[config.mk]
export PLATFORM = sky130hd
export DESIGN_NAME = lspd_ram
export DESIGN_NICKNAME = d
export VERILOG_FILES = /design/src/rtl/core/lspd_ram.sv
export SDC_FILE = /design/constraint.sdc
export NUM_CORES = 1
export LEC_CHECK = 0
export BUFFER_PORTS_ARGS = -buffer_cell sky130_fd_sc_hd__buf_2
export CAP_MARGIN = 20
export CORE_MARGIN = 10
export CORE_UTILIZATION = 65
export CTS_BUF_LIST = sky130_fd_sc_hd__clkbuf_4
export DETAILED_ROUTE_END_ITERATION = 12
export GPL_ROUTABILITY_DRIVEN = 0
export PLACE_DENSITY = 0.82
export SLEW_MARGIN = 20
export SYNTH_ARGS = -nofsm -noshare
export SYNTH_HDL_FRONTEND = slang
export SYNTH_SLANG_ARGS = --single-unit
[constraint.sdc]
create_clock -name i_clk -period 2.6 [get_ports i_clk]
set_input_delay 0.26 -clock i_clk [delete_from_list [all_inputs] [get_ports i_clk]]
set_output_delay 0.26 -clock i_clk [all_outputs]
set_load 0.02 [all_outputs]
[src/rtl/core/lspd_ram.sv]
// Generic single-write, single-read RAM with registered read data.
module lspd_ram #(
    parameter int unsigned WIDTH = 16,
    parameter int unsigned DEPTH = 80
) (
    input  logic                     i_clk,
    input  logic                     i_we,
    input  logic [$clog2(DEPTH)-1:0] i_waddr,
    input  logic [WIDTH-1:0]         i_wdata,
    input  logic                     i_re,
    input  logic [$clog2(DEPTH)-1:0] i_raddr,
    output logic [WIDTH-1:0]         o_rdata
);
    logic [WIDTH-1:0] r_mem [DEPTH];
    logic [WIDTH-1:0] r_rdata;

    always_ff @(posedge i_clk) begin
        if (i_we) begin
            r_mem[i_waddr] <= i_wdata;
        end
        // read data holds until the next read
        if (i_re) begin
            r_rdata <= r_mem[i_raddr];
        end
    end

    assign o_rdata = r_rdata;
endmodule

# After elaboration in Yosys (flattened, before gate mapping)
# Memory sizes are Yosys's and may differ from the RTL's. A register that Yosys moved wholly into a read port is not among the register bits.
# Index checks and enable logic that the tools add are counted.
# Widths: inputs -> output; s select.
[totals] wordCells=3 ramBits=1280 mem_count=1 reg_bits=0
[memory_table] name="r_mem" depth=80 word_bits=16 rd=1 rd_ports_with_merged_regs=1 write_ports=1 line="14" rtl="logic [WIDTH-1:0] r_mem [DEPTH];"
[op_classes] mux=2
[op_table] op="$mux 1" count=2

# Logic depth before layout (Yosys ltp)
[logic_depth] ltp_word=2 ltp_mapped=10 depth_no_buf=6

# Worst setup path before layout
# No wires, ideal clock.
[synth_path] path_kind="input port to flip-flop" start="input port i_waddr[5]" end="memory r_mem[49][0] (enable)" path_slack_ns=0.279 t_required_ns=2.191 cell_stages=4 n_path_buf=0 arrival_time_ns=1.912 path_cell_list="nor2b_1 and4b_1 nand2_1 nor3_1"
[synth_rtl] element="from (decl)" line="8" rtl="input logic [$clog2(DEPTH)-1:0] i_waddr,"
[synth_rtl] element="to (decl)" line="14"
# No word-level cell before the write port.

==> results.toml <==
[yosys]
seq_area_frac_synth_pct = 77.8
yosysTopAreaCell = "edfxtp_1"
netlist.area_leader.share_pct = 77.8
yosys_register_bits = 1296
netlist_instances = 2392
syn-num-nets = 2425
yosys-top-cells-area = "edfxtp_1 78%, mux4_2 9.4%, mux2i_1 5.8%"
syn_area_per_cell_sq_um = 20.9
yosysWarnings = 0
synth_area_sq_um = 50000
synth_cell_type_count = 30

[timing]
setup_viol_count_final = 0
fin_crit_ps = 2280
tightestPinTransition_ps = 1010
skew_ps = 109
whs_ps = 154
period_share_pct = 87.6
hold_viol_final = 0
setup_slack_ps = 322
grt_setup_unrepaired = "no"
drv_slew = 0
fmax_mhz = 439
slew_headroom_pct = 32.6

[cts]
postCtsSetupBuffers = 0
cts_buffer_depth = 4
numCtsBuffers = 321
cts_resized = 0
tritoncts = "done"
cts_root_buffer = "clkbuf_4"
postCtsHoldBufs = 29
cts_num_sinks = 1296
clk_pin_slew_ps = 70
htreeDepth = 5
insertion_delay_ps = 1140

[final_layout]
layout-drive-gt1-share_pct = 31.5
fin_util_pct = 75.0
finalNetCount = 2891
fill_cells = 4047
syn_to_final_growth_pct = 14.1

[setup_path]
critPathSlowestCell = "mux4_2"
crit_chain = "mux4_2 -> mux2i_1 -> buf_4 -> a21oi_1 -> o221a_2 -> a211o_1"
crit_buf_inv = 1
arrival_ps = 3100
criticalPathCategory = "reg -> reg"
rrSetupSlack_ps = 320
r2r_cells = 6
r2r_start = "r_mem[30][12]"
endpoint_kind = "register"
start_kind = "register"
cpLargestDelayFamily = "compound AO/OA/AOI/OAI gates"
required_ps = 3430
crit_fanout = 1
r2r_end = "o_rdata[12]"
slowest_delay_ps = 490

[die]
initial_core_util_pct = 65.7
row_count = 101
fp.dieArea_sq_um = 88400
die_w_microns = 297
io_pins = 49
core_area_sq_um = 76100
fp.dieH_microns = 297

[power]
p_per_area_nw_per_um2 = 725
p_leak_nw = 19.4
power_mw = 41.3
ir_drop_uv = 508

[global_route]
antenna_found_initial = 4
overflow = 0
first_global_vias = 27400
grt_pass1_wl_microns = 179000
track_usage_pct = 27.5
grt_max_degree = 81

[job]
drv_cap = 0

[place]
hpwlAfterDp_microns = 71500
dp_worst_setup_slack_ps = -105
numPortBuffers = 48

[min_path]
hold_path.class = "in -> reg"
hold_end = "r_mem[75][15]"
hp-start = "i_waddr[5]"
worst_hold_path.num_cells = 5

[run_status]
status = "finished, final reports clean"

[routing]
firstDrtPassIters = 5
ant_nets = 0
post_drt_wl_per_cell_microns = 29.7
vias = 26900
drc = 0
routed_wl_microns = 122000
viasPerCell = 6.57
first_iter_violations = 3782
[layout by cell type (no fill, tap or decap), types with 38 or more instances in the layout]
| cell type | n |
|---|---|
| edfxtp_1 | 1296 |
| clkbuf_4 | 442 |
| mux2i_1 | 288 |
| mux4_2 | 208 |
| buf_4 | 162 |
| nor2_1 | 111 |
| a22oi_1 | 80 |
| clkinv_1 | 65 |
| buf_2 | 45 |
| buf_12 | 42 |
| nand3_1 | 38 |
[synth_stat cells (all sizes together)]
cell,number
mux2i,288
buf,100
and2,2
nand4,1
a31oi,32
and3,1
clkbuf,37
nand3b,1
or2,2
a211o,16
nand2b,8
a211oi,16
a21oi,32
nor3,20
or3,1
mux4,208
mux2,16
nor2,112
nand3,38
and4b,1
a22oi,80
nand2,27
a22o,32
edfxtp,1296
o221a,16
nor2b,9
[where the power goes]
part / switching, mW / total, mW / internal [mW]
Combinational: 1.43 / 2.32 / 0.888
Clock: 7.65 / 15.9 / 8.22
Sequential: 0.0516 / 23.1 / 23.1
[worst max-delay path by stage]
stage / from / endpoint / slack [ps] / cells past startpoint
after detailed placement: i_raddr[2] / o_rdata[14] / -110 / 9
final: r_mem[30][12] / o_rdata[12] / 320 / 6
after floorplan: i_waddr[5] / r_mem[49][0] / 280 / 4
after global placement: i_raddr[0] / o_rdata[5] / -80 / 7
after global routing: r_mem[30][12] / o_rdata[12] / 280 / 6
after CTS: r_mem[30][12] / o_rdata[12] / 310 / 6
[registers in the layout, indices dropped and copies added (netlist names)]
register	cells
o_rdata	16
r_mem	1280
[through the flow]
| step | area, sq um | instances | TNS (ps) |
|---|---|---|---|
| CTS | 57000 | 4095 | 0 |
| finish | 57000 | 4096 | 0 |
| detailed placement | 53000 | 3536 | -206 |
| floorplan | 50000 | 2392 | 0 |
| global placement | 53000 | 3536 | -110 |
| global route | 57000 | 4096 | 0 |
[cells by family after synthesis]
| group | count (synthesis) | synth area share [%] |
|---|---|---|
| mux | 512 | 15.5 |
| compound gates | 224 | 3.36 |
| simple gates | 223 | 1.96 |
| flops | 1296 | 77.8 |
| buf+inv | 137 | 1.34 |
[cell type report]
cell class              instances  area, sq um  area share, %
diodes                          1         2.50        0.00439
clock buffers                 442         3320           5.82
clock inverters                88          452          0.792
multi-input cells             959        10500           18.3
flip-flops and latches       1296        38900           68.2
well taps                    1030         1290           2.26
repair buffers                280         2600           4.56
[worst register-to-register path, stage by stage, from the launching register on]
cell and delay (ps):
edfxtp_1 390, mux4_2 490, mux2i_1 150, buf_4 130, a21oi_1 190, o221a_2 390
a211o_1 240
[metal layers]
| layer | up-vias | GRT usage, % | wire length [microns] |
|---|---|---|---|
| met4 | 4 | 12.6 | 5020 |
| met2 | 2027 | 43.0 | 59000 |
| met3 | 280 | 6.82 | 14100 |
| li1 | 11100 | - | - |
| met1 | 13500 | 36.6 | 43400 |
| met5 | - | 0 | 28 |
No activity file was read; power rests on OpenSTA's default activity.
