## config.mk

```make
export PLATFORM = sky130hd
export DESIGN_NAME = lspd_fifo
export DESIGN_NICKNAME = d
export VERILOG_FILES = /design/src/rtl/core/lspd_pkg.sv /design/src/rtl/core/lspd_fifo.sv
export SDC_FILE = /design/constraint.sdc
export NUM_CORES = 1
export LEC_CHECK = 0
export BUFFER_PORTS_ARGS = -buffer_cell sky130_fd_sc_hd__buf_2
export CORE_ASPECT_RATIO = 1.5
export CORE_MARGIN = 1
export CORE_UTILIZATION = 46
export CTS_BUF_LIST = sky130_fd_sc_hd__clkbuf_16
export DETAILED_ROUTE_END_ITERATION = 8
export PLACE_DENSITY_LB_ADDON = 0.2
export SYNTH_ARGS = -nofsm -noshare
export SYNTH_HDL_FRONTEND = slang
export SYNTH_SLANG_ARGS = --single-unit
export TNS_END_PERCENT = 100
```

## constraint.sdc

```tcl
create_clock -name i_clk -period 2.65 [get_ports i_clk]
set_input_delay 0.1325 -clock i_clk [delete_from_list [all_inputs] [get_ports i_clk]]
set_output_delay 0.1325 -clock i_clk [all_outputs]
set_load 0.03 [all_outputs]
```

## src/rtl/core/lspd_pkg.sv

```systemverilog
// Shared types, constants and arithmetic helpers of the scan packet decoder.
package lspd_pkg;

    // Field widths
    localparam int unsigned LsnW    = 7;   // sample count, 1..MAX_SAMPLES
    localparam int unsigned SampW   = 6;   // sample index within a frame
    localparam int unsigned RawW    = 16;  // raw little-endian word
    localparam int unsigned A10W    = 13;  // angle in tenths of a degree before wrap
    localparam int unsigned DiffW   = 14;  // signed span between end and start angle
    localparam int unsigned ProdW   = 21;  // signed span times sample index
    localparam int unsigned MagW    = 19;  // magnitude fed to the serial divider
    localparam int unsigned RemW    = 6;   // divider remainder
    localparam int unsigned DivCntW = 5;   // divider step counter
    localparam int unsigned ModW    = 12;  // reduced angle plus rounding term
    localparam int unsigned ScaleW  = 28;  // product of the divide-by-ten multiply

    // Header and frame layout
    localparam logic [7:0]  Hdr0     = 8'hAA;
    localparam logic [7:0]  Hdr1     = 8'h55;
    localparam logic [15:0] HdrWord  = 16'h55AA;
    localparam logic [7:0]  PosBody  = 8'd2;
    localparam logic [7:0]  PosLsn   = 8'd3;
    localparam logic [7:0]  PosStart = 8'd5;
    localparam logic [7:0]  PosEnd   = 8'd7;
    localparam logic [7:0]  PosChk   = 8'd9;
    localparam logic [7:0]  PosSamp  = 8'd11;
    localparam logic [8:0]  HeadLen  = 9'd10;

    // Angle arithmetic
    localparam logic [11:0] Turn10  = 12'd3600;
    localparam logic [8:0]  Turn    = 9'd360;
    localparam logic [11:0] Round10 = 12'd5;
    localparam logic [15:0] Recip10 = 16'd52429;  // 2^19 / 10, rounded up
    localparam int unsigned Recip10Shift = 19;

    // Input item
    typedef struct packed {
        logic [7:0] rx_byte;
    } t_in;

    // Result item
    typedef struct packed {
        logic [8:0]       bearing_deg;
        logic [13:0]      range_mm;
        logic             quality;
        logic             present;
        logic [SampW-1:0] sample_index;
        logic             last;
    } t_res;

    // Descriptor of an accepted frame, handed from parser to emitter
    typedef struct packed {
        logic [LsnW-1:0] lsn;
        logic [RawW-1:0] start_raw;
        logic [RawW-1:0] end_raw;
        logic            bank;
    } t_frame;

    typedef enum logic [1:0] {
        PH_HUNT,
        PH_HDR1,
        PH_BODY
    } t_phase;

    typedef enum logic [2:0] {
        BK_IDLE,
        BK_MUL,
        BK_DIV,
        BK_ADD,
        BK_MOD,
        BK_SCALE,
        BK_OUT
    } t_bstate;

    // ((raw >> 1) * 10) / 64
    function automatic logic [A10W-1:0] tenths(input logic [RawW-1:0] raw);
        logic [14:0] r;
        logic [18:0] t;
        r = raw[15:1];
        t = 19'({r, 3'b000}) + 19'({r, 1'b0});
        return t[18:6];
    endfunction

    // value mod 3600 for a 16-bit value, five compare/subtract steps
    function automatic logic [11:0] mod3600(input logic [15:0] v);
        logic [16:0] acc;
        logic [16:0] c;
        acc = {1'b0, v};
        for (int k = 4; k >= 0; k--) begin
            c = 17'(Turn10) << k;
            if (acc >= c) begin
                acc = acc - c;
            end
        end
        return acc[11:0];
    endfunction

endpackage

```

## src/rtl/core/lspd_fifo.sv

```systemverilog
// Two-entry queue of accepted frame descriptors, one per sample bank.
module lspd_fifo (
    input  logic             i_clk,
    input  logic             i_rst_n,
    input  logic             i_push,
    input  lspd_pkg::t_frame i_frame,
    input  logic             i_pop,
    output lspd_pkg::t_frame o_head,
    output logic             o_full,
    output logic             o_empty
);
    lspd_pkg::t_frame r_mem [2];
    logic             r_wp;
    logic             r_rp;
    logic [1:0]       r_cnt;

    always_ff @(posedge i_clk) begin
        if (i_push) begin
            r_mem[r_wp] <= i_frame;
        end
    end

    // Pointers and fill level
    always_ff @(posedge i_clk) begin
        if (!i_rst_n) begin
            r_wp  <= 1'b0;
            r_rp  <= 1'b0;
            r_cnt <= '0;
        end else begin
            if (i_push) begin
                r_wp <= !r_wp;
            end
            if (i_pop) begin
                r_rp <= !r_rp;
            end
            r_cnt <= r_cnt + 2'(i_push) - 2'(i_pop);
        end
    end

    assign o_head  = r_mem[r_rp];
    assign o_full  = (r_cnt == 2'd2);
    assign o_empty = (r_cnt == 2'd0);
endmodule

```

# Word level (Yosys, flattened, before mapping)
# Memory sizes are Yosys's and may differ from the RTL's. A register that Yosys moved wholly into a read port is not among the register bits.
# Index checks and enable logic that the tools add are counted.
# totals
ram_bits,80
mem_count,1
inputBits,44
ff_bits,4
output_inout_bits,42
word_cells,14
# mem_list
memory,depth,word_bits,rd,rd_ports_with_merged_regs,write_ports,line,text
r_mem,2,40,1,1,1,lspd_fifo.sv:12,lspd_pkg::t_frame r_mem [2];
# op_classes
addsub,2
reduce_logical,3
n_eq_ne,1
mux,4
# ops
op,n
1-bit 2-to-1 mux,4
2-bit by 1-bit adder with 2-bit output,1
2-bit equality test (second input constant),1
1-bit logical NOT,2
2-bit logical NOT,1
2-bit by 1-bit subtractor with 2-bit output,1

# Longest topological paths before layout
# depth
word_depth,3
mapped_depth,6
depth_no_buf,6

# Least setup slack after synthesis
# OpenSTA, ideal clock, no wires.
# synth_path
path_type,register to register
from,register r_wp
to,"memory r_mem[0][0] (netlist name), enable pin"
required_ps,2207
slack_ps,81
stages_incl_launch_ff,2
setup_time_ps,443
period_less_slack_ps,2569
t_arrival_ps,2126
path_cell_list,dfxtp_1 -> nor2b_1
# synth_lines
item,line,text
start: declaration,lspd_fifo.sv:13,logic r_wp;
start signal: assignment,lspd_fifo.sv:31,r_wp <= !r_wp;
end: declaration,lspd_fifo.sv:12,
# No word-level cell before the write port.

==> metrics list <==
- Count of input and output buffers: 85
- Slew of the pin with the lowest slew margin: 0.600 ns
* Worst Path Max Fanout: 22
* Maximum root-to-sink buffer count: 2
* Remaining antenna violation count after routing: 0
- Initial antenna violation count: 0
* Filler instances: between 400 and 500
- The cell area that synthesis handed to floorplanning was ~0.0031 mm2.
- FF+latch area: 0.00250 mm2
- Detailed-placement wirelength estimate: roughly 3.4 mm
- Count of cells resized by post-cts repair: 0
- Source-to-sink clock delay at the later pin of the worst-skew pair: approximately 0.33 ns
- At the end of the flow, the number of nets in the layout was roughly 330.
* Number of buffers added by the clock tree synthesis step: 9
- Slowest CP cell: sky130_fd_sc_hd__dfxtp_2
- The total area inside the core boundary comes to ~0.0065 mm2.
- GRT Total Usage: 0.164
* Diode insertion count for antenna repair: 0
- Measured along the y axis, the die boundary spans between 100 and 150 um.
- Most common library cell in the layout ignoring fill and taps: sky130_fd_sc_hd__buf_2
- Routed WL per cell: ~15 um
- Total cell area at the placement stage: roughly 0.0037 mm2
- Required time of the critical path: about 2.5 ns
- Fin Hold WS: about 0.055 ns
* Category of the worst setup path launch point: flip-flop
- The cell count after synthesis came out at around 150.
- Routability congestion estimate: between 0.6 and 0.7
- Max IR drop VDD: between 0.5 and 0.6 mV
- The area growth from synthesis to layout is 40.0%.
- Measured against its own limit, the worst slew margin works out to 0.600.
- Number of hold violations in the final report: 0
- Syn_area_per_cell: between 20 and 25 um2
- Ratio of cells with drive above 1 in the final layout: 0.503
- Top library cells by usage in the layout, fill and taps aside: sky130_fd_sc_hd__buf_2, sky130_fd_sc_hd__edfxtp_1, sky130_fd_sc_hd__mux2_2, sky130_fd_sc_hd__dlygate4sd3_1, sky130_fd_sc_hd__clkbuf_16
- Outcome: completed
- In this design, the stage delay of the slowest critical-path cell is 0.69 ns.
* Tcrit/Tclk final: 0.727
* Clock root buffer: sky130_fd_sc_hd__clkbuf_16
* Maximum level of the CTS H-tree: 3
* Clock Skews: 0.00471 ns
- The routed design could run at a clock period as short as between 1.5 and 2 ns.
* Upper clock frequency limit: just over 500 MHz
- For this configuration, the core starts out at a cell density of 0.478.
* Area share of the leading cell type in the synthesized netlist: 0.769
- Standby leakage power: ~0.0017 uW
- The number of cells on the worst reg-to-reg path is 2.
- The first detailed-routing pass took 4 iterations.
- Largest area contributor in the synthesized netlist: sky130_fd_sc_hd__edfxtp_1
- In the final layout, the multi-input gates occupy 577 um2.
- The critical path is of the reg -> out type.
- The via count of the first global-routing pass is roughly 1.8k.
* Clock input transition at the sequential cells of the worst setup and hold paths: ~0.05 ns
- TritonCTS built the clock tree.
- After the first detailed-routing iteration, the DRC count stood at 74.
- Power density over the cells: roughly 760 mW/mm2
- Largest net degree at the start of global routing: 25
* Number of cells after detailed placement: 306
* Post-Syn Nets: 191
- Setup repair after global routing left no endpoint under its margin.
- Summed over all failing endpoints, the final setup total negative slack is 0 ns.
* Ports placed on the boundary: 86
- Number of unique standard cell types used by synthesis: 12
- After detailed routing, the number of vias per cell comes to around 4.8.
- Yosys reg bits: 85
* Number of vias in the routed layout: about 1.7k
- Overall die area: around 0.0071 mm2
* Non-filler cells in the finished layout: about 360
* Width of the die: 69.3 um
* Hold Path Depth: 2
* Sequential-to-total area share from yosys stat: 0.801
- Setup violations remaining at the end of the flow were counted as 0.
- Post-Layout Inst Area: around 0.0044 mm2
- Gr ovfl total: 0
- Sequence of cells on the critical path: buf_12 > mux2_2 > buf_2
* Floorplan row count: 36
- Total Wirelength: between 5 and 6 mm
- Synth area leaders: sky130_fd_sc_hd__edfxtp_1, sky130_fd_sc_hd__mux2_2, sky130_fd_sc_hd__dfxtp_1, sky130_fd_sc_hd__buf_6, sky130_fd_sc_hd__and2_1
- The worst hold path belongs to the class in -> reg.
- For the worst setup path, the data arrival time is 1.79 ns.
- Max-slew violation count: 0
- The tool flagged a number of max-cap violations equal to 0.
* DRC violations left: 0
- The first global-routing pass estimated between 8 and 9 mm of wire.
* YS warnings: 0
- CP Capture Type: output port
- Sinks on Clock Net: between 80 and 90
## cell type report
cell class	count	area share
clock buffers	9	0.0515
clock inverters	7	0.0189
inverters	2	0.00172
multi-input cells	54	0.132
flip-flops and latches	85	0.573
well taps	76	0.0218
repair buffers	129	0.201
## metal layers
metal / up-vias / global-route usage / wire, um
li1: 840 / - / -
met1: 821 / 0.182 / 2180
met2: 58 / 0.273 / 2840
met3: 10 / 0.0694 / 321
met4: 0 / 0.0785 / 107
met5: - / 0 / 0
## cells by family after synthesis
family / synth area share
and+or+nand+nor: 0.0172
DFF: 0.801
buffers and inverters: 0.0168
AOI/OAI and AO/OA: 0.00240
xor gates and xnor gates: 0.0100
adders and majority gates: 0.00801
muxes: 0.144
## report_power, final
part | internal [uW] | switching, uW | leakage, uW | total (uW)
clock network | 810 | 454 | 0.000153 | 1260
registers | 1550 | 34.1 | 0.000793 | 1590
logic | 209 | 266 | 0.000752 | 475
## registers in the layout, indices dropped and copies added (netlist names), named ones only
name and count:
r_wp 1, r_rp 1, r_mem 80, r_cnt 2
## through the flow
step | utilization | power, uW | worst slack (ns)
finish | 0.669 | 3330 | 0.723
CTS | 0.669 | 3370 | 0.668
floorplan | - | 1910 | 0.0812
global route | 0.669 | 3450 | 0.627
detailed placement | 0.561 | 2050 | 1.02
global placement | 0.561 | 2040 | 1.02
## worst max-delay path: cells and delay by family (launching register included)
| kind | cells | cell delay [ns] |
|---|---|---|
| muxes | 1 | 0.35 |
| buffers and inverters | 2 | 0.42 |
| DFF | 1 | 0.69 |
## final timing paths
kind	startpoint	end	slack (ns)
max	flip-flop	o_head[6]	0.72
min	i_rst_n	r_wp$_SDFFE_PN0P_	0.06
max reg2reg	r_wp$_SDFFE_PN0P_	r_mem[1][33]$_DFFE_PP_	1.10
min reg2reg	r_rp$_SDFFE_PN0P_	flip-flop	0.60
## synth_stat cells (all sizes together)
master  count
ha          2
nor2b       4
and2        4
mux2       40
buf         4
dfxtp       5
o21a        1
inv         2
xor2        1
nor2        1
xnor3       1
edfxtp     80
## repair_timing
action	in CTS	in global routing
buffers inserted	0	0
endpoints found under the hold margin	80	0
hold buffers	40	0
Power figures use the tool's default switching activity.
