==> config.mk <==
export PLATFORM = sky130hd
export DESIGN_NAME = lspd_back_flat
export DESIGN_NICKNAME = d
export VERILOG_FILES = /design/src/rtl/core/lspd_pkg.sv /design/src/rtl/core/lspd_stream_if.sv /design/src/rtl/core/lspd_back.sv /design/src/flat_wrapper.sv
export SDC_FILE = /design/constraint.sdc
export NUM_CORES = 1
export LEC_CHECK = 0
export BUFFER_PORTS_ARGS = -buffer_cell sky130_fd_sc_hd__buf_4
export CAP_MARGIN = 25
export CORE_MARGIN = 5
export CORE_UTILIZATION = 42
export CTS_BUF_LIST = sky130_fd_sc_hd__clkbuf_4
export DETAILED_ROUTE_END_ITERATION = 7
export HOLD_SLACK_MARGIN = 0.02
export PLACE_DENSITY = 0.89
export SYNTH_ARGS = -nofsm -noshare
export SYNTH_HDL_FRONTEND = slang
export SYNTH_SLANG_ARGS = --single-unit
export TNS_END_PERCENT = 100
==> constraint.sdc <==
create_clock -name i_clk -period 1.95 [get_ports i_clk]
set_input_delay 0.39 -clock i_clk [delete_from_list [all_inputs] [get_ports i_clk]]
set_output_delay 0.39 -clock i_clk [all_outputs]
set_load 0.02 [all_outputs]
==> src/rtl/core/lspd_pkg.sv <==
// Shared types, constants and arithmetic helpers of the scan packet decoder.
package lspd_pkg;

    // Field widths
    localparam int unsigned LsnW    = 7;   // sample count, 1..MAX_SAMPLES
    localparam int unsigned SampW   = 6;   // sample index within a frame
    localparam int unsigned RawW    = 16;  // raw little-endian word
    localparam int unsigned A10W    = 13;  // angle in tenths of a degree before wrap
    localparam int unsigned DiffW   = 14;  // signed span between end and start angle
    localparam int unsigned ProdW   = 21;  // signed span times sample index
    localparam int unsigned MagW    = 19;  // magnitude fed to the serial divider
    localparam int unsigned RemW    = 6;   // divider remainder
    localparam int unsigned DivCntW = 5;   // divider step counter
    localparam int unsigned ModW    = 12;  // reduced angle plus rounding term
    localparam int unsigned ScaleW  = 28;  // product of the divide-by-ten multiply

    // Header and frame layout
    localparam logic [7:0]  Hdr0     = 8'hAA;
    localparam logic [7:0]  Hdr1     = 8'h55;
    localparam logic [15:0] HdrWord  = 16'h55AA;
    localparam logic [7:0]  PosBody  = 8'd2;
    localparam logic [7:0]  PosLsn   = 8'd3;
    localparam logic [7:0]  PosStart = 8'd5;
    localparam logic [7:0]  PosEnd   = 8'd7;
    localparam logic [7:0]  PosChk   = 8'd9;
    localparam logic [7:0]  PosSamp  = 8'd11;
    localparam logic [8:0]  HeadLen  = 9'd10;

    // Angle arithmetic
    localparam logic [11:0] Turn10  = 12'd3600;
    localparam logic [8:0]  Turn    = 9'd360;
    localparam logic [11:0] Round10 = 12'd5;
    localparam logic [15:0] Recip10 = 16'd52429;  // 2^19 / 10, rounded up
    localparam int unsigned Recip10Shift = 19;

    // Input item
    typedef struct packed {
        logic [7:0] rx_byte;
    } t_in;

    // Result item
    typedef struct packed {
        logic [8:0]       bearing_deg;
        logic [13:0]      range_mm;
        logic             quality;
        logic             present;
        logic [SampW-1:0] sample_index;
        logic             last;
    } t_res;

    // Descriptor of an accepted frame, handed from parser to emitter
    typedef struct packed {
        logic [LsnW-1:0] lsn;
        logic [RawW-1:0] start_raw;
        logic [RawW-1:0] end_raw;
        logic            bank;
    } t_frame;

    typedef enum logic [1:0] {
        PH_HUNT,
        PH_HDR1,
        PH_BODY
    } t_phase;

    typedef enum logic [2:0] {
        BK_IDLE,
        BK_MUL,
        BK_DIV,
        BK_ADD,
        BK_MOD,
        BK_SCALE,
        BK_OUT
    } t_bstate;

    // ((raw >> 1) * 10) / 64
    function automatic logic [A10W-1:0] tenths(input logic [RawW-1:0] raw);
        logic [14:0] r;
        logic [18:0] t;
        r = raw[15:1];
        t = 19'({r, 3'b000}) + 19'({r, 1'b0});
        return t[18:6];
    endfunction

    // value mod 3600 for a 16-bit value, five compare/subtract steps
    function automatic logic [11:0] mod3600(input logic [15:0] v);
        logic [16:0] acc;
        logic [16:0] c;
        acc = {1'b0, v};
        for (int k = 4; k >= 0; k--) begin
            c = 17'(Turn10) << k;
            if (acc >= c) begin
                acc = acc - c;
            end
        end
        return acc[11:0];
    endfunction

endpackage

==> src/rtl/core/lspd_stream_if.sv <==
// Valid/ready stream channel carrying one payload struct.
interface lspd_stream_if #(
    parameter type T = logic
) ();
    logic valid;
    logic ready;
    T     data;

    modport source (output valid, output data, input ready);
    modport sink   (input valid, input data, output ready);
endinterface

==> src/rtl/core/lspd_back.sv <==
// Sample emitter: angle interpolation with a serial divider, result register.
module lspd_back #(
    parameter int unsigned MAX_SAMPLES = 40,
    parameter int unsigned AW          = 7
) (
    input  logic             i_clk,
    input  logic             i_rst_n,
    input  logic             i_empty,
    input  lspd_pkg::t_frame i_frame,
    output logic             o_pop,
    output logic             o_re,
    output logic [AW-1:0]    o_raddr,
    input  logic [15:0]      i_rdata,
    lspd_stream_if.source    o_res
);
    lspd_pkg::t_bstate r_st, n_st;

    logic [lspd_pkg::SampW-1:0]   r_s;
    logic [lspd_pkg::A10W-1:0]    r_a0;
    logic signed [lspd_pkg::DiffW-1:0] r_diff;
    logic [lspd_pkg::MagW-1:0]    r_mag;
    logic [lspd_pkg::MagW-1:0]    r_quo;
    logic [lspd_pkg::RemW-1:0]    r_rem;
    logic                         r_neg;
    logic [lspd_pkg::DivCntW-1:0] r_cnt;
    logic [15:0]                  r_ux;
    logic [lspd_pkg::ModW-1:0]    r_v;
    logic [lspd_pkg::ScaleW-1:0]  r_scaled;
    logic                         r_ov;
    lspd_pkg::t_res               r_od;

    logic                              w_out_free;
    logic                              w_load;
    logic                              w_last;
    logic [lspd_pkg::RemW-1:0]         w_den;
    logic signed [lspd_pkg::DiffW-1:0] w_diff;
    logic signed [lspd_pkg::ProdW-1:0] w_prod;
    logic [lspd_pkg::RemW:0]           w_trial;
    logic                              w_qbit;
    logic signed [lspd_pkg::ProdW-1:0] w_q;
    logic signed [lspd_pkg::ProdW-1:0] w_x;
    logic [8:0]                        w_angle;
    logic [13:0]                       w_dist;

    assign w_out_free = !r_ov || o_res.ready;
    assign w_last     = (r_s == lspd_pkg::SampW'(i_frame.lsn - 1'b1));
    assign w_den      = lspd_pkg::RemW'(i_frame.lsn - 1'b1);

    // Span between end and start angle, wrapped once by a full turn
    always_comb begin
        w_diff = $signed({1'b0, lspd_pkg::tenths(i_frame.end_raw)}) -
                 $signed({1'b0, lspd_pkg::tenths(i_frame.start_raw)});
        if (w_diff < 0) begin
            w_diff = w_diff + $signed(lspd_pkg::DiffW'(lspd_pkg::Turn10));
        end
    end

    assign w_prod  = lspd_pkg::ProdW'(r_diff) *
                     lspd_pkg::ProdW'($signed({1'b0, r_s}));
    assign w_trial = {r_rem, r_mag[lspd_pkg::MagW-1]};
    assign w_qbit  = (w_trial >= {1'b0, w_den});
    assign w_q     = r_neg ? -$signed({2'b00, r_quo}) : $signed({2'b00, r_quo});
    assign w_x     = $signed({8'b0, r_a0}) + w_q;
    assign w_angle = (r_scaled[lspd_pkg::ScaleW-1:lspd_pkg::Recip10Shift] == lspd_pkg::Turn) ?
                     9'd0 : r_scaled[lspd_pkg::ScaleW-1:lspd_pkg::Recip10Shift];
    assign w_dist  = i_rdata[15:2];

    // Next state
    always_comb begin
        n_st = r_st;
        unique case (r_st)
            lspd_pkg::BK_IDLE:  if (!i_empty) n_st = lspd_pkg::BK_MUL;
            lspd_pkg::BK_MUL:   n_st = lspd_pkg::BK_DIV;
            lspd_pkg::BK_DIV:   if (r_cnt == lspd_pkg::DivCntW'(1)) n_st = lspd_pkg::BK_ADD;
            lspd_pkg::BK_ADD:   n_st = lspd_pkg::BK_MOD;
            lspd_pkg::BK_MOD:   n_st = lspd_pkg::BK_SCALE;
            lspd_pkg::BK_SCALE: n_st = lspd_pkg::BK_OUT;
            lspd_pkg::BK_OUT: begin
                if (w_out_free) begin
                    n_st = w_last ? lspd_pkg::BK_IDLE : lspd_pkg::BK_MUL;
                end
            end
            default: n_st = lspd_pkg::BK_IDLE;
        endcase
    end

    // Control outputs
    always_comb begin
        o_re   = 1'b0;
        w_load = 1'b0;
        o_pop  = 1'b0;
        unique case (r_st)
            lspd_pkg::BK_MUL: o_re = 1'b1;
            lspd_pkg::BK_OUT: begin
                w_load = w_out_free;
                o_pop  = w_out_free && w_last;
            end
            default: ;
        endcase
    end

    assign o_raddr = AW'(r_s) + (i_frame.bank ? AW'(MAX_SAMPLES) : AW'(0));

    // Angle datapath
    always_ff @(posedge i_clk) begin
        unique case (r_st)
            lspd_pkg::BK_IDLE: begin
                r_a0   <= lspd_pkg::tenths(i_frame.start_raw);
                r_diff <= w_diff;
            end
            lspd_pkg::BK_MUL: begin
                r_neg <= w_prod[lspd_pkg::ProdW-1];
                r_mag <= w_prod[lspd_pkg::ProdW-1] ? lspd_pkg::MagW'(-w_prod) :
                                                     lspd_pkg::MagW'(w_prod);
                r_rem <= '0;
                r_quo <= '0;
                r_cnt <= lspd_pkg::DivCntW'(lspd_pkg::MagW);
            end
            lspd_pkg::BK_DIV: begin
                r_rem <= w_qbit ? lspd_pkg::RemW'(w_trial - {1'b0, w_den}) :
                                  lspd_pkg::RemW'(w_trial);
                r_quo <= {r_quo[lspd_pkg::MagW-2:0], w_qbit};
                r_mag <= r_mag << 1;
                r_cnt <= r_cnt - 1'b1;
            end
            lspd_pkg::BK_ADD: begin
                // single-sample frame takes the start angle as is
                r_ux <= (i_frame.lsn == lspd_pkg::LsnW'(1)) ? 16'(r_a0) : w_x[15:0];
            end
            lspd_pkg::BK_MOD: begin
                r_v <= lspd_pkg::mod3600(r_ux) + lspd_pkg::Round10;
            end
            lspd_pkg::BK_SCALE: begin
                r_scaled <= lspd_pkg::ScaleW'(r_v) * lspd_pkg::ScaleW'(lspd_pkg::Recip10);
            end
            default: ;
        endcase
    end

    // Sample counter
    always_ff @(posedge i_clk) begin
        if (!i_rst_n) begin
            r_s <= '0;
        end else if (r_st == lspd_pkg::BK_IDLE) begin
            r_s <= '0;
        end else if (w_load) begin
            r_s <= r_s + 1'b1;
        end
    end

    // Result register
    always_ff @(posedge i_clk) begin
        if (!i_rst_n) begin
            r_ov <= 1'b0;
        end else if (w_load) begin
            r_ov <= 1'b1;
        end else if (o_res.ready) begin
            r_ov <= 1'b0;
        end
    end

    always_ff @(posedge i_clk) begin
        if (w_load) begin
            r_od <= '{bearing_deg:  w_angle,
                      range_mm:     w_dist,
                      quality:      !i_rdata[0],
                      present:      (w_dist != 14'd0),
                      sample_index: r_s,
                      last:         w_last};
        end
    end

    assign o_res.valid = r_ov;
    assign o_res.data  = r_od;

    always_ff @(posedge i_clk) begin
        if (!i_rst_n) begin
            r_st <= lspd_pkg::BK_IDLE;
        end else begin
            r_st <= n_st;
        end
    end
endmodule

==> src/flat_wrapper.sv <==
// flat-port wrapper written by rule: the top's interface ports become plain ports
module lspd_back_flat 
#(
    parameter int unsigned MAX_SAMPLES = 40,
    parameter int unsigned AW          = 7
)
  (i_clk, i_rst_n, i_empty, i_frame, o_pop, o_re, o_raddr, i_rdata, o_res_valid, o_res_data, o_res_ready);
  lspd_stream_if o_res_i ();
  input  logic i_clk;
  input  logic i_rst_n;
  input  logic i_empty;
  input  lspd_pkg::t_frame i_frame;
  output logic o_pop;
  output logic o_re;
  output logic [AW-1:0] o_raddr;
  input  logic [15:0] i_rdata;
  output wire logic [$bits(o_res_i.valid)-1:0] o_res_valid;
  output wire logic [$bits(o_res_i.data)-1:0] o_res_data;
  input wire logic [$bits(o_res_i.ready)-1:0] o_res_ready;
  assign o_res_valid = o_res_i.valid;
  assign o_res_data = o_res_i.data;
  assign o_res_i.ready = o_res_ready;
  lspd_back #(.MAX_SAMPLES(MAX_SAMPLES), .AW(AW)) u_core (.i_clk(i_clk), .i_rst_n(i_rst_n), .i_empty(i_empty), .i_frame(i_frame), .o_pop(o_pop), .o_re(o_re), .o_raddr(o_raddr), .i_rdata(i_rdata), .o_res(o_res_i));
endmodule
Word-level counts from Yosys, hierarchy flattened
Cells that the tools add are included.

storage, ports and cells
  register bits = 16
  bits of input ports = 60
  output and inout bits = 11
  logic and storage cells = 41

operators by class
  reductions and logical operators = 8
  bitwise logic cells = 1
  add/subtract/negate cells = 4
  mux-type cells = 12
  equal/unequal tests = 11

operators with widths
  kind                                                                    number
  3-bit one-hot mux with 7 select lines                                   1
  5-bit one-hot mux with 2 select lines                                   1
  3-bit equality test (second input constant)                             3
  3-bit two-way mux                                                       3
  6-bit by 7-bit adder with 7-bit output                                  1
  6-bit by 1-bit adder with 6-bit output (second input constant)          1
  3-bit by 2-bit equality test with 1-bit output (second input constant)  2
  6-bit equality test                                                     1
  1-bit two-way mux                                                       6
  6-bit two-way mux                                                       1
  6-bit by 1-bit subtractor with 6-bit output (second input constant)     1
  5-bit by 1-bit equality test with 1-bit output (second input constant)  1
  5-bit by 1-bit subtractor with 5-bit output (second input constant)     1
  2-bit by 1-bit != test with 1-bit output (second input constant)        2
  2-bit nonzero test                                                      2
  3-bit by 1-bit equality test with 1-bit output (second input constant)  1
  3-bit logical NOT                                                       1
  3-bit AND reduction                                                     1
  2-bit != test (second input constant)                                   1
  2-bit OR reduction                                                      1
  1-bit logical AND                                                       1
  1-bit logical NOT                                                       1
  1-bit logical OR                                                        1
  1-bit inverter                                                          1

Longest topological paths before layout
Gate-level depths: netlist (run 1).

  word-level depth = 5
  gate-level depth with buffers = 7
  mapped depth without buffers = 7

Least setup slack after synthesis (run 1)
OpenSTA, ideal clock, no wires.

  path type = input port to output port
  start point = input port i_frame[33] in the netlist's numbering
  end point = output port o_pop
  stages = 6
  data arrival time = 1.518 ns
  setup slack = 0.042 ns
  buffers on the path = 0
  required time = 1.560 ns
  cell sequence = inv_1 > ha_1 > xor2_1 > nand3_1 > a2111oi_4 > and2_1

on the way
  word-level cells in the longest chain between the ends = 4

RTL lines
  element                                      RTL line            RTL
  from (decl)                                  flat_wrapper.sv:12  input lspd_pkg::t_frame i_frame;
  6-bit by 1-bit subtractor with 6-bit output  lspd_back.sv:46     assign w_last = (r_s == lspd_pkg::SampW'(i_frame.lsn - 1'b1));
  6-bit equality test                          lspd_back.sv:46
  net u_core.w_last                            lspd_back.sv:34     logic w_last;
  1-bit logical AND                            lspd_back.sv:96     o_pop = w_out_free && w_last;
  1-bit two-way mux                            lspd_back.sv:92     unique case (r_st)
  to (decl)                                    flat_wrapper.sv:13  output logic o_pop;

The timed path passes the listed nets, and every way through them passes these cells.

Worst setup path in the final report (run 1)
  start point = register u_core.r_s[5] in the netlist's numbering
  end point = output port o_pop

on the way
  word-level cells in the longest chain between the ends = 3

RTL lines
  element                 RTL line          RTL
  from (decl)             lspd_back.sv:18   logic [lspd_pkg::SampW-1:0] r_s;
  from (signal assigned)  lspd_back.sv:147  r_s <= r_s + 1'b1;
  6-bit equality test     lspd_back.sv:46
  net u_core.w_last       lspd_back.sv:34
  1-bit logical AND       lspd_back.sv:96
  1-bit two-way mux       lspd_back.sv:92

The timed path passes the listed nets, and every way through them passes these cells.

==> metrics.md, run 1 <==
| Metric | Value |
|---|---|
| Run status | complete, but fails checks |
| Violated checks | setup timing |
| Antenna diode instance count | 0 |
| Most common cell after layout, fill and taps aside | sky130_fd_sc_hd__buf_4 |
| HPWL Detailed | 1.57 mm |
| Clock-pin slew on the worst setup and hold paths | 0.10 ns |
| Synth Instances | 108 |
| Average wire length per cell after detail routing | 12.7 um |
| TritonCTS buffer count | 3 |
| Total wirelength of the detailed-routed design | 2.07 mm |
| Share of post-route cells with drive strength above 1 | 33.3% |
| Vert. Die Dim | 58.9 um |
| Final Total Pwr | 0.696 mW |
| Core Box Area | 0.00225 mm^2 |
| Number of endpoints failing setup at the final stage | 1 |
| Fraction of the yosys area taken by sequential cells | 37.9% |
| Global placement routability congestion | 0.709 |
| All-layer global routing usage | 12.9% |
| Area share of the largest cell type after synthesis | 20.0% |
| Largest area contributor in the synthesized netlist | sky130_fd_sc_hd__dfxtp_1 |
| Final min period | 2.00 ns |
| Number of sinks handled by clock tree synthesis | 16 |
| Width of the die | 58.9 um |
| Floorplan row count | 17 |
| Post-Place Setup Slack | -0.148 ns |
| Via count of the first global-routing pass | 860 |
| Highest net fanout along the worst path | 3 |
| Worst path required time | 1.56 ns |
| Count of buffers inserted at the top-level ports | 21 |
| Number of distinct standard cells referenced by the synthesized netlist | 28 |
| Leading post-synthesis cells by cell area | sky130_fd_sc_hd__dfxtp_1, sky130_fd_sc_hd__edfxtp_1, sky130_fd_sc_hd__xor2_1 |
| Synthesis-to-finish area growth | 28.9% |
| Top library cells by usage in the layout, fill and taps aside | sky130_fd_sc_hd__buf_4, sky130_fd_sc_hd__nor2_1, sky130_fd_sc_hd__nand2_1 |
| Buffer levels on the longest clock path | 2 |
| Synth Net Count | 175 |
| Critical Path AT | 1.61 ns |
| Flip-flop and latch count after synthesis | 16 |
| Critical path capture point type | output port |
| Final WS setup | -0.0490 ns |
| Total congestion overflow after global routing | 0 |
| Worst-case clock skew | 0.00570 ns |
| Combined area of all synthesized cells | 0.00100 mm^2 |
| Clock tree from TritonCTS | built |
| Root cell of the clock tree | sky130_fd_sc_hd__clkbuf_4 |
| Pin count of the biggest net entering global routing | 12 |
| Total placed instance area | 0.00121 mm^2 |
| Max cap viols | 0 |
| H-tree levels | 1 |
| Clock insertion delay at the later pin of the skew report | 0.29 ns |
| Worst Max-Slew Pin Slew | 0.779 ns |
| Total via count in the routed design | 851 |
| Syn. warnings | 0 |
| Worst slew margin relative to its limit | 47.6% |
| Final hold violation count | 0 |
| Detail Route Antenna Nets | 0 |
| Syn_area_per_cell | 9.29 um^2 |
| DRC violations left | 0 |
| Worst min-delay path class | input pin to register |
| Count of final max-slew check failures | 0 |
| Number of antenna violations at the first check in global routing | 0 |
| Peak clock frequency supported by timing | 500 MHz |
| Final net count | 203 |
| Worst Setup Start Kind | register |
| Hold_buf cts | 0 |
| Max rail drop VDD | 368 uV |
| Worst setup path class | register to output port |
| Static Leakage | 0.551 nW |
| Die outline area | 0.00347 mm^2 |
| Final Instance Area | 0.00129 mm^2 |
| Iteration-0 DRC Markers | 19 |
| WHS | 0.342 ns |
| I/O pin total | 71 |
| Final-layout setup total negative slack | -0.0490 ns |
| First-pass DRT Iterations | 4 |
| Share of the cycle needed by the critical path after routing | 103% |
| Per-cell via count in the routed design | 5.22 |
| Power density over the cells | 538 mW/mm^2 |
| Setup repair after global routing missed its margin | yes |
| Global-route wire length before repair | 3.53 mm |
| Initial core utilization | 44.5% |
## cell type report
type | instances | area [um^2]
Clock buffer | 3 | 22.5
Clock inverter | 1 | 3.75
Fill cell | 205 | 961
Inverter | 4 | 15.0
Multi-Input combinational cell | 83 | 613
Sequential cell | 16 | 383
Tap cell | 28 | 35.0
Timing Repair Buffer | 28 | 221
## path summary, 6_finish.rpt
| kind | start | end | slack [ns] | depth (start not counted) |
|---|---|---|---|---|
| worst min-delay path | i_rst_n | u_core.r_st[2]$_SDFFE_PN0P_ | 0.34 | 2 |
| worst max register to register | u_core.r_st[1]$_SDFFE_PN0P_ | u_core.r_s[5]$_SDFFE_PP0P_ | 0.47 | 5 |
| worst min register to register | u_core.r_s[5]$_SDFFE_PP0P_ | u_core.r_s[5]$_SDFFE_PP0P_ | 0.57 | 2 |
| worst max-delay path | u_core.r_s[5]$_SDFFE_PP0P_ | o_pop | -0.05 | 5 |
## routing by layer
metal	GRT usage, %	vias to the layer above	wire [um]
li1	-	421	-
met3	1.10	2	78
met5	0	-	0
met2	23.7	18	1050
met1	15.0	410	919
met4	5.83	0	23
## critical path, cell delays in order (launching register included)
cell	delay, ns
sky130_fd_sc_hd__dfxtp_2	0.35
sky130_fd_sc_hd__xor2_1	0.16
sky130_fd_sc_hd__xnor2_1	0.16
sky130_fd_sc_hd__a2111oi_4	0.35
sky130_fd_sc_hd__and2_4	0.19
sky130_fd_sc_hd__buf_6	0.11
## logic make-up after synthesis
group | Yosys count | share of synthesized area (%)
XOR/XNOR | 16 | 14.0
buffers and inverters | 9 | 4.86
flip-flops | 16 | 37.9
AO/OA/AOI/OAI | 11 | 9.73
multiplexers | 2 | 2.00
adder cells (fa/ha/maj) | 7 | 8.73
AND/OR/NAND/NOR | 47 | 22.8
## where the power goes
part           leakage [nW]  switching, mW  internal (mW)
sequential            0.130         0.0169          0.365
combinational         0.405         0.0674         0.0635
clock                0.0154          0.109         0.0743
total                 0.551          0.194          0.502
## cells in the mapped netlist
cell                        number
sky130_fd_sc_hd__a31oi_1         1
sky130_fd_sc_hd__nand4b_1        1
sky130_fd_sc_hd__clkbuf_1        1
sky130_fd_sc_hd__nor3_1          3
sky130_fd_sc_hd__nor2b_1         1
sky130_fd_sc_hd__o31ai_1         1
sky130_fd_sc_hd__nand2b_1        4
sky130_fd_sc_hd__ha_1            7
sky130_fd_sc_hd__a21boi_0        2
sky130_fd_sc_hd__buf_4           4
sky130_fd_sc_hd__a21oi_1         1
sky130_fd_sc_hd__and2_1          3
sky130_fd_sc_hd__xor2_1         11
sky130_fd_sc_hd__edfxtp_1        6
sky130_fd_sc_hd__inv_1           4
sky130_fd_sc_hd__mux2i_1         2
sky130_fd_sc_hd__a31o_2          1
sky130_fd_sc_hd__o21ai_0         3
sky130_fd_sc_hd__nand4_1         2
sky130_fd_sc_hd__dfxtp_1        10
sky130_fd_sc_hd__a2111oi_4       1
sky130_fd_sc_hd__a211oi_2        1
sky130_fd_sc_hd__and2b_4         1
sky130_fd_sc_hd__nand3_1         4
sky130_fd_sc_hd__nor2_1         13
sky130_fd_sc_hd__and3_1          3
sky130_fd_sc_hd__xnor2_1         5
sky130_fd_sc_hd__nand2_1        12
## stage by stage
stage,utilization [%],std cells
4_1_cts,57.3,164
6_report,57.4,163
3_5_place_dp,53.9,159
2_1_floorplan,-,108
5_1_grt,57.4,163
3_3_place_gp,53.9,159
## state kept, by name (all words and copies together) (netlist names)
| name | flops |
|---|---|
| u_core.r_s | 6 |
| u_core.r_cnt | 5 |
| u_core.o_res.data | 1 |
| u_core.o_res.valid | 1 |
| u_core.r_st | 3 |
## timing repair
item                                   in CTS  in global routing
setup buffers                               1                  0
setup endpoints to repair                   1                  2
pin swaps                                   7                  3
resized for setup                          14                  1
endpoints found under the hold margin       0                  0
(Power assumes the default switching activity.)
==> run 2, diff against run 1 <==
--- a/config.mk
+++ b/config.mk
@@ -8,11 +8,11 @@
 export BUFFER_PORTS_ARGS = -buffer_cell sky130_fd_sc_hd__buf_4
 export CAP_MARGIN = 25
 export CORE_MARGIN = 5
-export CORE_UTILIZATION = 42
-export CTS_BUF_LIST = sky130_fd_sc_hd__clkbuf_4
+export CORE_UTILIZATION = 43
 export DETAILED_ROUTE_END_ITERATION = 7
 export HOLD_SLACK_MARGIN = 0.02
-export PLACE_DENSITY = 0.89
+export PLACE_DENSITY = 0.91
+export SKIP_LAST_GASP = 1
 export SYNTH_ARGS = -nofsm -noshare
 export SYNTH_HDL_FRONTEND = slang
 export SYNTH_SLANG_ARGS = --single-unit
==> constraint.sdc (replaced) <==
create_clock -name i_clk -period 2.45 [get_ports i_clk]
set_input_delay 0.49 -clock i_clk [delete_from_list [all_inputs] [get_ports i_clk]]
set_output_delay 0.49 -clock i_clk [all_outputs]
set_load 0.02 [all_outputs]
==> metrics.md, run 2 (synthesis gave the netlist of run 1 again) <==
| Metric | Value |
|---|---|
| Run status | completed |
| Antenna diode instance count | 0 (unchanged) |
| Pin count of the biggest net entering global routing | 12 (unchanged) |
| Number of antenna violations at the first check in global routing | 0 (unchanged) |
| Worst-case clock skew | 0.00593 ns (+0.000226 ns) |
| Worst Setup Start Kind | input pin |
| Worst min-delay path class | input pin to register |
| HPWL Detailed | 1.53 mm (-2.2%) |
| Highest net fanout along the worst path | 4 (+1) |
| Die outline area | 0.00340 mm^2 (-1.9%) |
| Worst Hold Path Cells | 2 (unchanged) |
| Slowest cell on the critical path | sky130_fd_sc_hd__a2111oi_4 |
| Width of the die | 58.3 um (-0.98%) |
| Worst slew margin relative to its limit | 54.2% (+6.6 points) |
| Floorplan row count | 17 (unchanged) |
| Core Box Area | 0.00221 mm^2 (-1.9%) |
| Clock insertion delay at the later pin of the skew report | 0.28 ns (about the same) |
| First-pass DRT Iterations | 4 (unchanged) |
| Switching fraction of total power | 26.7% (-1.1 points) |
| Initial core utilization | 45.4% (+0.86 points) |
| H-tree levels | 1 (unchanged) |
| Total placed instance area | 0.00116 mm^2 (-4.3%) |
| Combined area of the multi-input logic cells | 574 um^2 (-6.3%) |
| Power density over the cells | 452 mW/mm^2 (-16%) |
| Total wirelength of the detailed-routed design | 1.88 mm (-9.2%) |
| Cell depth of the worst flop-to-flop path | 5 (unchanged) |
| Max rail drop VDD | 431 uV (+17%) |
| Cell family with the largest share of critical-path delay | compound AO/OA/AOI/OAI gates |
| Total via count in the routed design | 808 (-5.1%) |
| Critical path capture point type | output port |
| Number of sinks handled by clock tree synthesis | 16 (unchanged) |
| I/O pin total | 71 (unchanged) |
| Sw Pwr | 0.144 mW (-26%) |
| Clock-pin slew on the worst setup and hold paths | 0.09 ns (about the same) |
| Top flop regs | u_core.r_s (6), u_core.r_cnt (5), u_core.r_st (3) |
| Most common cell after layout, fill and taps aside | sky130_fd_sc_hd__buf_4 |
| Share of the cycle needed by the critical path after routing | 96.2% |
| Setup repair after global routing missed its margin | no |
| Final-layout setup total negative slack | 0 ns (+0.0490 ns) |
| Max cap viols | 0 (unchanged) |
| All-layer global routing usage | 12.4% (-0.55 points) |
| Reg power frac | 56.5% (+1.7 points) |
| Share of post-route cells with drive strength above 1 | 22.7% (-11 points) |
| Buffer levels on the longest clock path | 2 (unchanged) |
| Worst path required time | 1.96 ns (+0.40 ns) |
| Hold_buf cts | 0 (unchanged) |
| Count of final max-slew check failures | 0 (unchanged) |
| Iteration-0 DRC Markers | 17 (-2) |
| Total congestion overflow after global routing | 0 (unchanged) |
| Power share of the clock group | 25.8% (-0.6 points) |
| Largest stage delay on the critical path | 0.35 ns (about the same) |
| Fillers | 212 (+3.4%) |
| Count of buffers inserted at the top-level ports | 21 (unchanged) |
| Most used cell along the critical path | sky130_fd_sc_hd__buf_4 |
| Final net count | 196 (-3.4%) |
| Number of endpoints failing setup at the final stage | 0 (-1) |
| Storage element area | 382 um^2 (-0.33%) |
| Static Leakage | 0.517 nW (-6.2%) |
| Clock tree from TritonCTS | built |
| Buffer count from post-CTS setup fixing | 0 (-1) |
| Top library cells by usage in the layout, fill and taps aside | sky130_fd_sc_hd__buf_4, sky130_fd_sc_hd__nor2_1, sky130_fd_sc_hd__nand2_1 |
| Final min period | 2.36 ns |
| Detail Route Antenna Nets | 0 (unchanged) |
| Combinational share of power | 17.7% (-1.1 points) |
| TritonCTS buffer count | 3 (unchanged) |
| Vert. Die Dim | 58.3 um (-0.98%) |
| Internal power | 0.394 mW (-22%) |
| Largest register FFs | 6 (unchanged) |
| Register name with the most flops | u_core.r_s |
| Number of gates resized after cts | 0 (-14) |
| Critical Path AT | 1.87 ns (+0.26 ns) |
| Via count of the first global-routing pass | 794 (-7.7%) |
| Root cell of the clock tree | sky130_fd_sc_hd__clkbuf_4 |
| Average wire length per cell after detail routing | 12.1 um (-5.1%) |
| Peak clock frequency supported by timing | 424 MHz |
| Worst path bufs/invs | 3 (+2) |
| Global-route wire length before repair | 3.26 mm (-7.4%) |
| DRC violations left | 0 (unchanged) |
| Cell count along the critical path | 8 (+3) |
| Final hold violation count | 0 (unchanged) |
| Final Instance Area | 0.00119 mm^2 (-8.0%) |
| Synthesis-to-finish area growth | 18.6% |
| Worst Max-Slew Pin Slew | 0.681 ns (-0.0985 ns) |
| Global placement routability congestion | 0.775 (+9.3%) |
| Series of cell instances along the critical path | buf_4 > inv_1 > ha_1 > xor2_1 > nand3_1 > a2111oi_4 > and2_1 > buf_4 |
| Worst setup path class | input pin to output port |
| Per-cell via count in the routed design | 5.18 (-0.79%) |
| WHS | 0.441 ns (+0.0991 ns) |
==> run 2: power by group through the flow <==
stage	clock [mW]	sequential, mW	combinational, mW
2_1_floorplan	0	0.305	0.0647
3_3_place_gp	0	0.308	0.0916
3_5_place_dp	0	0.310	0.0959
4_1_cts	0.145	0.304	0.0961
5_1_grt	0.160	0.307	0.105
6_report	0.139	0.304	0.0950
==> run 2: final timing paths <==
path,startpoint,to,slack (ns)
worst min register to register,u_core.r_st[1]$_SDFFE_PN0P_,u_core.r_st[0]$_SDFFE_PN0P_,0.55
worst min-delay path,i_rst_n,u_core.r_st[2]$_SDFFE_PN0P_,0.44
worst max register to register,u_core.r_st[0]$_SDFFE_PN0P_,u_core.r_s[4]$_SDFFE_PP0P_,0.87
worst max-delay path,i_frame[33],o_pop,0.09
==> run 2: worst reg2reg max path, cell delays in order, from the launching register on <==
cell,delay [ns]
sky130_fd_sc_hd__dfxtp_1,0.37
sky130_fd_sc_hd__and2b_4,0.29
sky130_fd_sc_hd__and3_1,0.37
sky130_fd_sc_hd__nand4_1,0.18
sky130_fd_sc_hd__xor2_1,0.18
sky130_fd_sc_hd__nor2_1,0.06
==> run 2: metrics by stage <==
| stage | total power, mW | setup slack [ns] | instances | util [%] |
|---|---|---|---|---|
| 6_report | 0.538 | 0.0926 | 156 | 53.8 |
| 5_1_grt | 0.572 | 0.0142 | 156 | 53.8 |
| 4_1_cts | 0.545 | 0.0532 | 156 | 53.7 |
| 3_5_place_dp | 0.406 | 0.0770 | 152 | 52.5 |
| 3_3_place_gp | 0.400 | 0.125 | 152 | 52.5 |
| 2_1_floorplan | 0.370 | 0.342 | 108 | - |
==> run 2: layout make-up <==
class                   count  share of cell area, %
inverters                   4                   1.26
clock inverters             1                  0.315
clock buffers               3                   1.89
multi-input cells          83                   48.3
flip-flops and latches     16                   32.1
repair buffers             21                   13.2
well taps                  28                   2.94
==> run 2: per-layer routing <==
metal / vias to the layer above / routed length (um) / track usage [%]
met3: 0 / 105 / 4.82
met4: 0 / 0 / 1.99
met1: 380 / 776 / 13.6
met2: 21 / 999 / 22.6
met5: - / 0 / 0
li1: 407 / - / -
==> run 3, diff against run 2 <==
--- a/config.mk
+++ b/config.mk
@@ -8,10 +8,10 @@
 export BUFFER_PORTS_ARGS = -buffer_cell sky130_fd_sc_hd__buf_4
 export CAP_MARGIN = 25
 export CORE_MARGIN = 5
-export CORE_UTILIZATION = 43
+export CORE_UTILIZATION = 40
 export DETAILED_ROUTE_END_ITERATION = 7
 export HOLD_SLACK_MARGIN = 0.02
-export PLACE_DENSITY = 0.91
+export PLACE_DENSITY = 0.86
 export SKIP_LAST_GASP = 1
 export SYNTH_ARGS = -nofsm -noshare
 export SYNTH_HDL_FRONTEND = slang
==> constraint.sdc (replaced) <==
create_clock -name i_clk -period 2.7 [get_ports i_clk]
set_input_delay 0.54 -clock i_clk [delete_from_list [all_inputs] [get_ports i_clk]]
set_output_delay 0.54 -clock i_clk [all_outputs]
set_load 0.02 [all_outputs]
==> metrics.md, run 3 (synthesis gave the netlist of run 1 again) <==
| Metric | Value |
|---|---|
| I/O pin total | 71 (unchanged) |
| Antenna diode instance count | 0 (unchanged) |
| Critical Path AT | 1.93 ns (+0.06 ns) |
| Setup crit start | i_frame[33] |
| Via count of the first global-routing pass | 795 (+0.13%) |
| Iteration-0 DRC Markers | 18 (+1) |
| Max rail drop VDD | 244 uV (-43%) |
| Floorplan row count | 18 (+1) |
| Static Leakage | 0.522 nW (+0.99%) |
| Number of antenna violations at the first check in global routing | 0 (unchanged) |
| Count of buffers inserted at the top-level ports | 21 (unchanged) |
| Final net count | 196 (unchanged) |
| Worst setup path class | input pin to output port |
| Combined area of the multi-input logic cells | 574 um^2 (unchanged) |
| Vert. Die Dim | 60.1 um (+3.1%) |
| Worst slew margin relative to its limit | 50.6% (-3.6 points) |
| Largest register FFs | 6 (unchanged) |
| H-tree levels | 1 (unchanged) |
| Top flop regs | u_core.r_s (6), u_core.r_cnt (5), u_core.r_st (3) |
| Die outline area | 0.00361 mm^2 (+6.2%) |
| Worst min-delay path class | input pin to register |
| Width of the die | 60.1 um (+3.1%) |
| Final hold violation count | 0 (unchanged) |
| Clock insertion delay at the later pin of the skew report | 0.28 ns (about the same) |
| Number of sinks handled by clock tree synthesis | 16 (unchanged) |
| Share of the cycle needed by the critical path after routing | 91.4% |
| Peak clock frequency supported by timing | 405 MHz |
| Finished Layout Cells | 158 (+1.3%) |
| WHS | 0.494 ns (+0.0526 ns) |
| DRC violations left | 0 (unchanged) |
| Average wire length per cell after detail routing | 12.8 um (+6.5%) |
| Clock tree from TritonCTS | built |
| Top library cells by usage in the layout, fill and taps aside | sky130_fd_sc_hd__buf_4, sky130_fd_sc_hd__nor2_1, sky130_fd_sc_hd__nand2_1 |
| Total via count in the routed design | 812 (+0.50%) |
| All-layer global routing usage | 12.1% (-0.27 points) |
| HPWL Detailed | 1.64 mm (+7.3%) |
| Total wirelength of the detailed-routed design | 2.03 mm (+7.9%) |
| Core Box Area | 0.00243 mm^2 (+10%) |
| Global-route wire length before repair | 3.40 mm (+4.2%) |
| Number of endpoints failing setup at the final stage | 0 (unchanged) |
| Share of post-route cells with drive strength above 1 | 22.7% (unchanged) |
| Buffer count from post-CTS setup fixing | 0 (unchanged) |
| Storage element area | 380 um^2 (-0.33%) |
| Worst-case clock skew | 0.000995 ns (-0.00494 ns) |
| Total congestion overflow after global routing | 0 (unchanged) |
| Worst Max-Slew Pin Slew | 0.734 ns (+0.0535 ns) |
| Clock-pin slew on the worst setup and hold paths | 0.09 ns (about the same) |
| Pin count of the biggest net entering global routing | 12 (unchanged) |
| Worst Hold Path Cells | 2 (unchanged) |
| Hold_buf cts | 0 (unchanged) |
| Initial core utilization | 41.3% (-4.1 points) |
| Cell depth of the worst flop-to-flop path | 5 (unchanged) |
| Number of gates resized after cts | 0 (unchanged) |
| TritonCTS buffer count | 3 (unchanged) |
| Worst path required time | 2.16 ns (+0.20 ns) |
| Worst r2r src | u_core.r_st[1]$_SDFFE_PN0P_ |
| Count of final max-slew check failures | 0 (unchanged) |
| Critical path capture point type | output port |
| Fillers | 232 (+9.4%) |
| Per-cell via count in the routed design | 5.14 (-0.78%) |
| Max cap viols | 0 (unchanged) |
| Root cell of the clock tree | sky130_fd_sc_hd__clkbuf_4 |
| Final-layout setup total negative slack | 0 ns (unchanged) |
| Final min period | 2.47 ns |
| Cell count after placement | 154 (+1.3%) |
| First-pass DRT Iterations | 4 (unchanged) |
| Most common cell after layout, fill and taps aside | sky130_fd_sc_hd__buf_4 |
| Register name with the most flops | u_core.r_s |
| Power density over the cells | 431 mW/mm^2 (-4.5%) |
| Detail Route Antenna Nets | 0 (unchanged) |
| Critical hold path startpoint | i_rst_n |
| Setup repair after global routing missed its margin | no |
| Global placement routability congestion | 0.839 (+8.3%) |
| Run status | completed |
| Worst Setup Start Kind | input pin |
| Synthesis-to-finish area growth | 19.7% |
| Highest net fanout along the worst path | 4 (unchanged) |
| Buffer levels on the longest clock path | 2 (unchanged) |
| Post-Route Utilization | 49.4% (-4.4 points) |
[run 3: changes by cell type in the layout (fill, tap and decap cells not counted)]
cell,previous run,this run
sky130_fd_sc_hd__clkbuf_8,0,1
sky130_fd_sc_hd__dfxtp_1,9,10
sky130_fd_sc_hd__clkinv_1,1,0
sky130_fd_sc_hd__dfxtp_2,1,0
[run 3: routing by layer]
metal	vias to the layer above	share of wire (%)	global-route usage [%]
met5	-	0	0
met4	0	0.94	4.75
met3	2	2.0	0.648
met2	10	55	23.0
met1	392	42	13.8
li1	408	-	-
[run 3: final cells by class]
type / instances / area share, %
Clock buffer: 4 / 3.02
Inverter: 4 / 1.25
Multi-Input combinational cell: 83 / 47.8
Sequential cell: 16 / 31.7
Tap cell: 30 / 3.13
Timing Repair Buffer: 21 / 13.1
[run 3: worst max-delay path, cell delays in order]
cell,delay (ns)
sky130_fd_sc_hd__buf_4,0.11
sky130_fd_sc_hd__inv_1,0.04
sky130_fd_sc_hd__ha_1,0.30
sky130_fd_sc_hd__xor2_1,0.13
sky130_fd_sc_hd__nand3_1,0.13
sky130_fd_sc_hd__a2111oi_4,0.36
sky130_fd_sc_hd__and2_1,0.18
sky130_fd_sc_hd__buf_4,0.13
[run 3: path summary, 6_finish.rpt]
check                                                   end  slack (ns)
worst max-delay path                                  o_pop        0.23
worst min-delay path            u_core.r_st[2]$_SDFFE_PN0P_        0.49
worst max register to register   u_core.r_s[5]$_SDFFE_PP0P_        1.14
worst min register to register  u_core.r_st[0]$_SDFFE_PN0P_        0.57
[run 3: power breakdown]
part           leakage [nW]  internal (mW)  switching, mW  total, mW
logic                 0.372         0.0408         0.0466     0.0874
registers             0.129          0.263         0.0122      0.276
clock network        0.0210         0.0820         0.0732      0.155
[run 3: stage by stage]
stage                     instance area (um^2)  worst slack, ns  power (mW)
after global routing                      1200           0.0722       0.544
after CTS                                 1200            0.226       0.526
after global placement                    1160            0.256       0.363
final                                     1200            0.232       0.518
after detailed placement                  1160            0.230       0.368
after floorplan                           1000            0.492       0.336
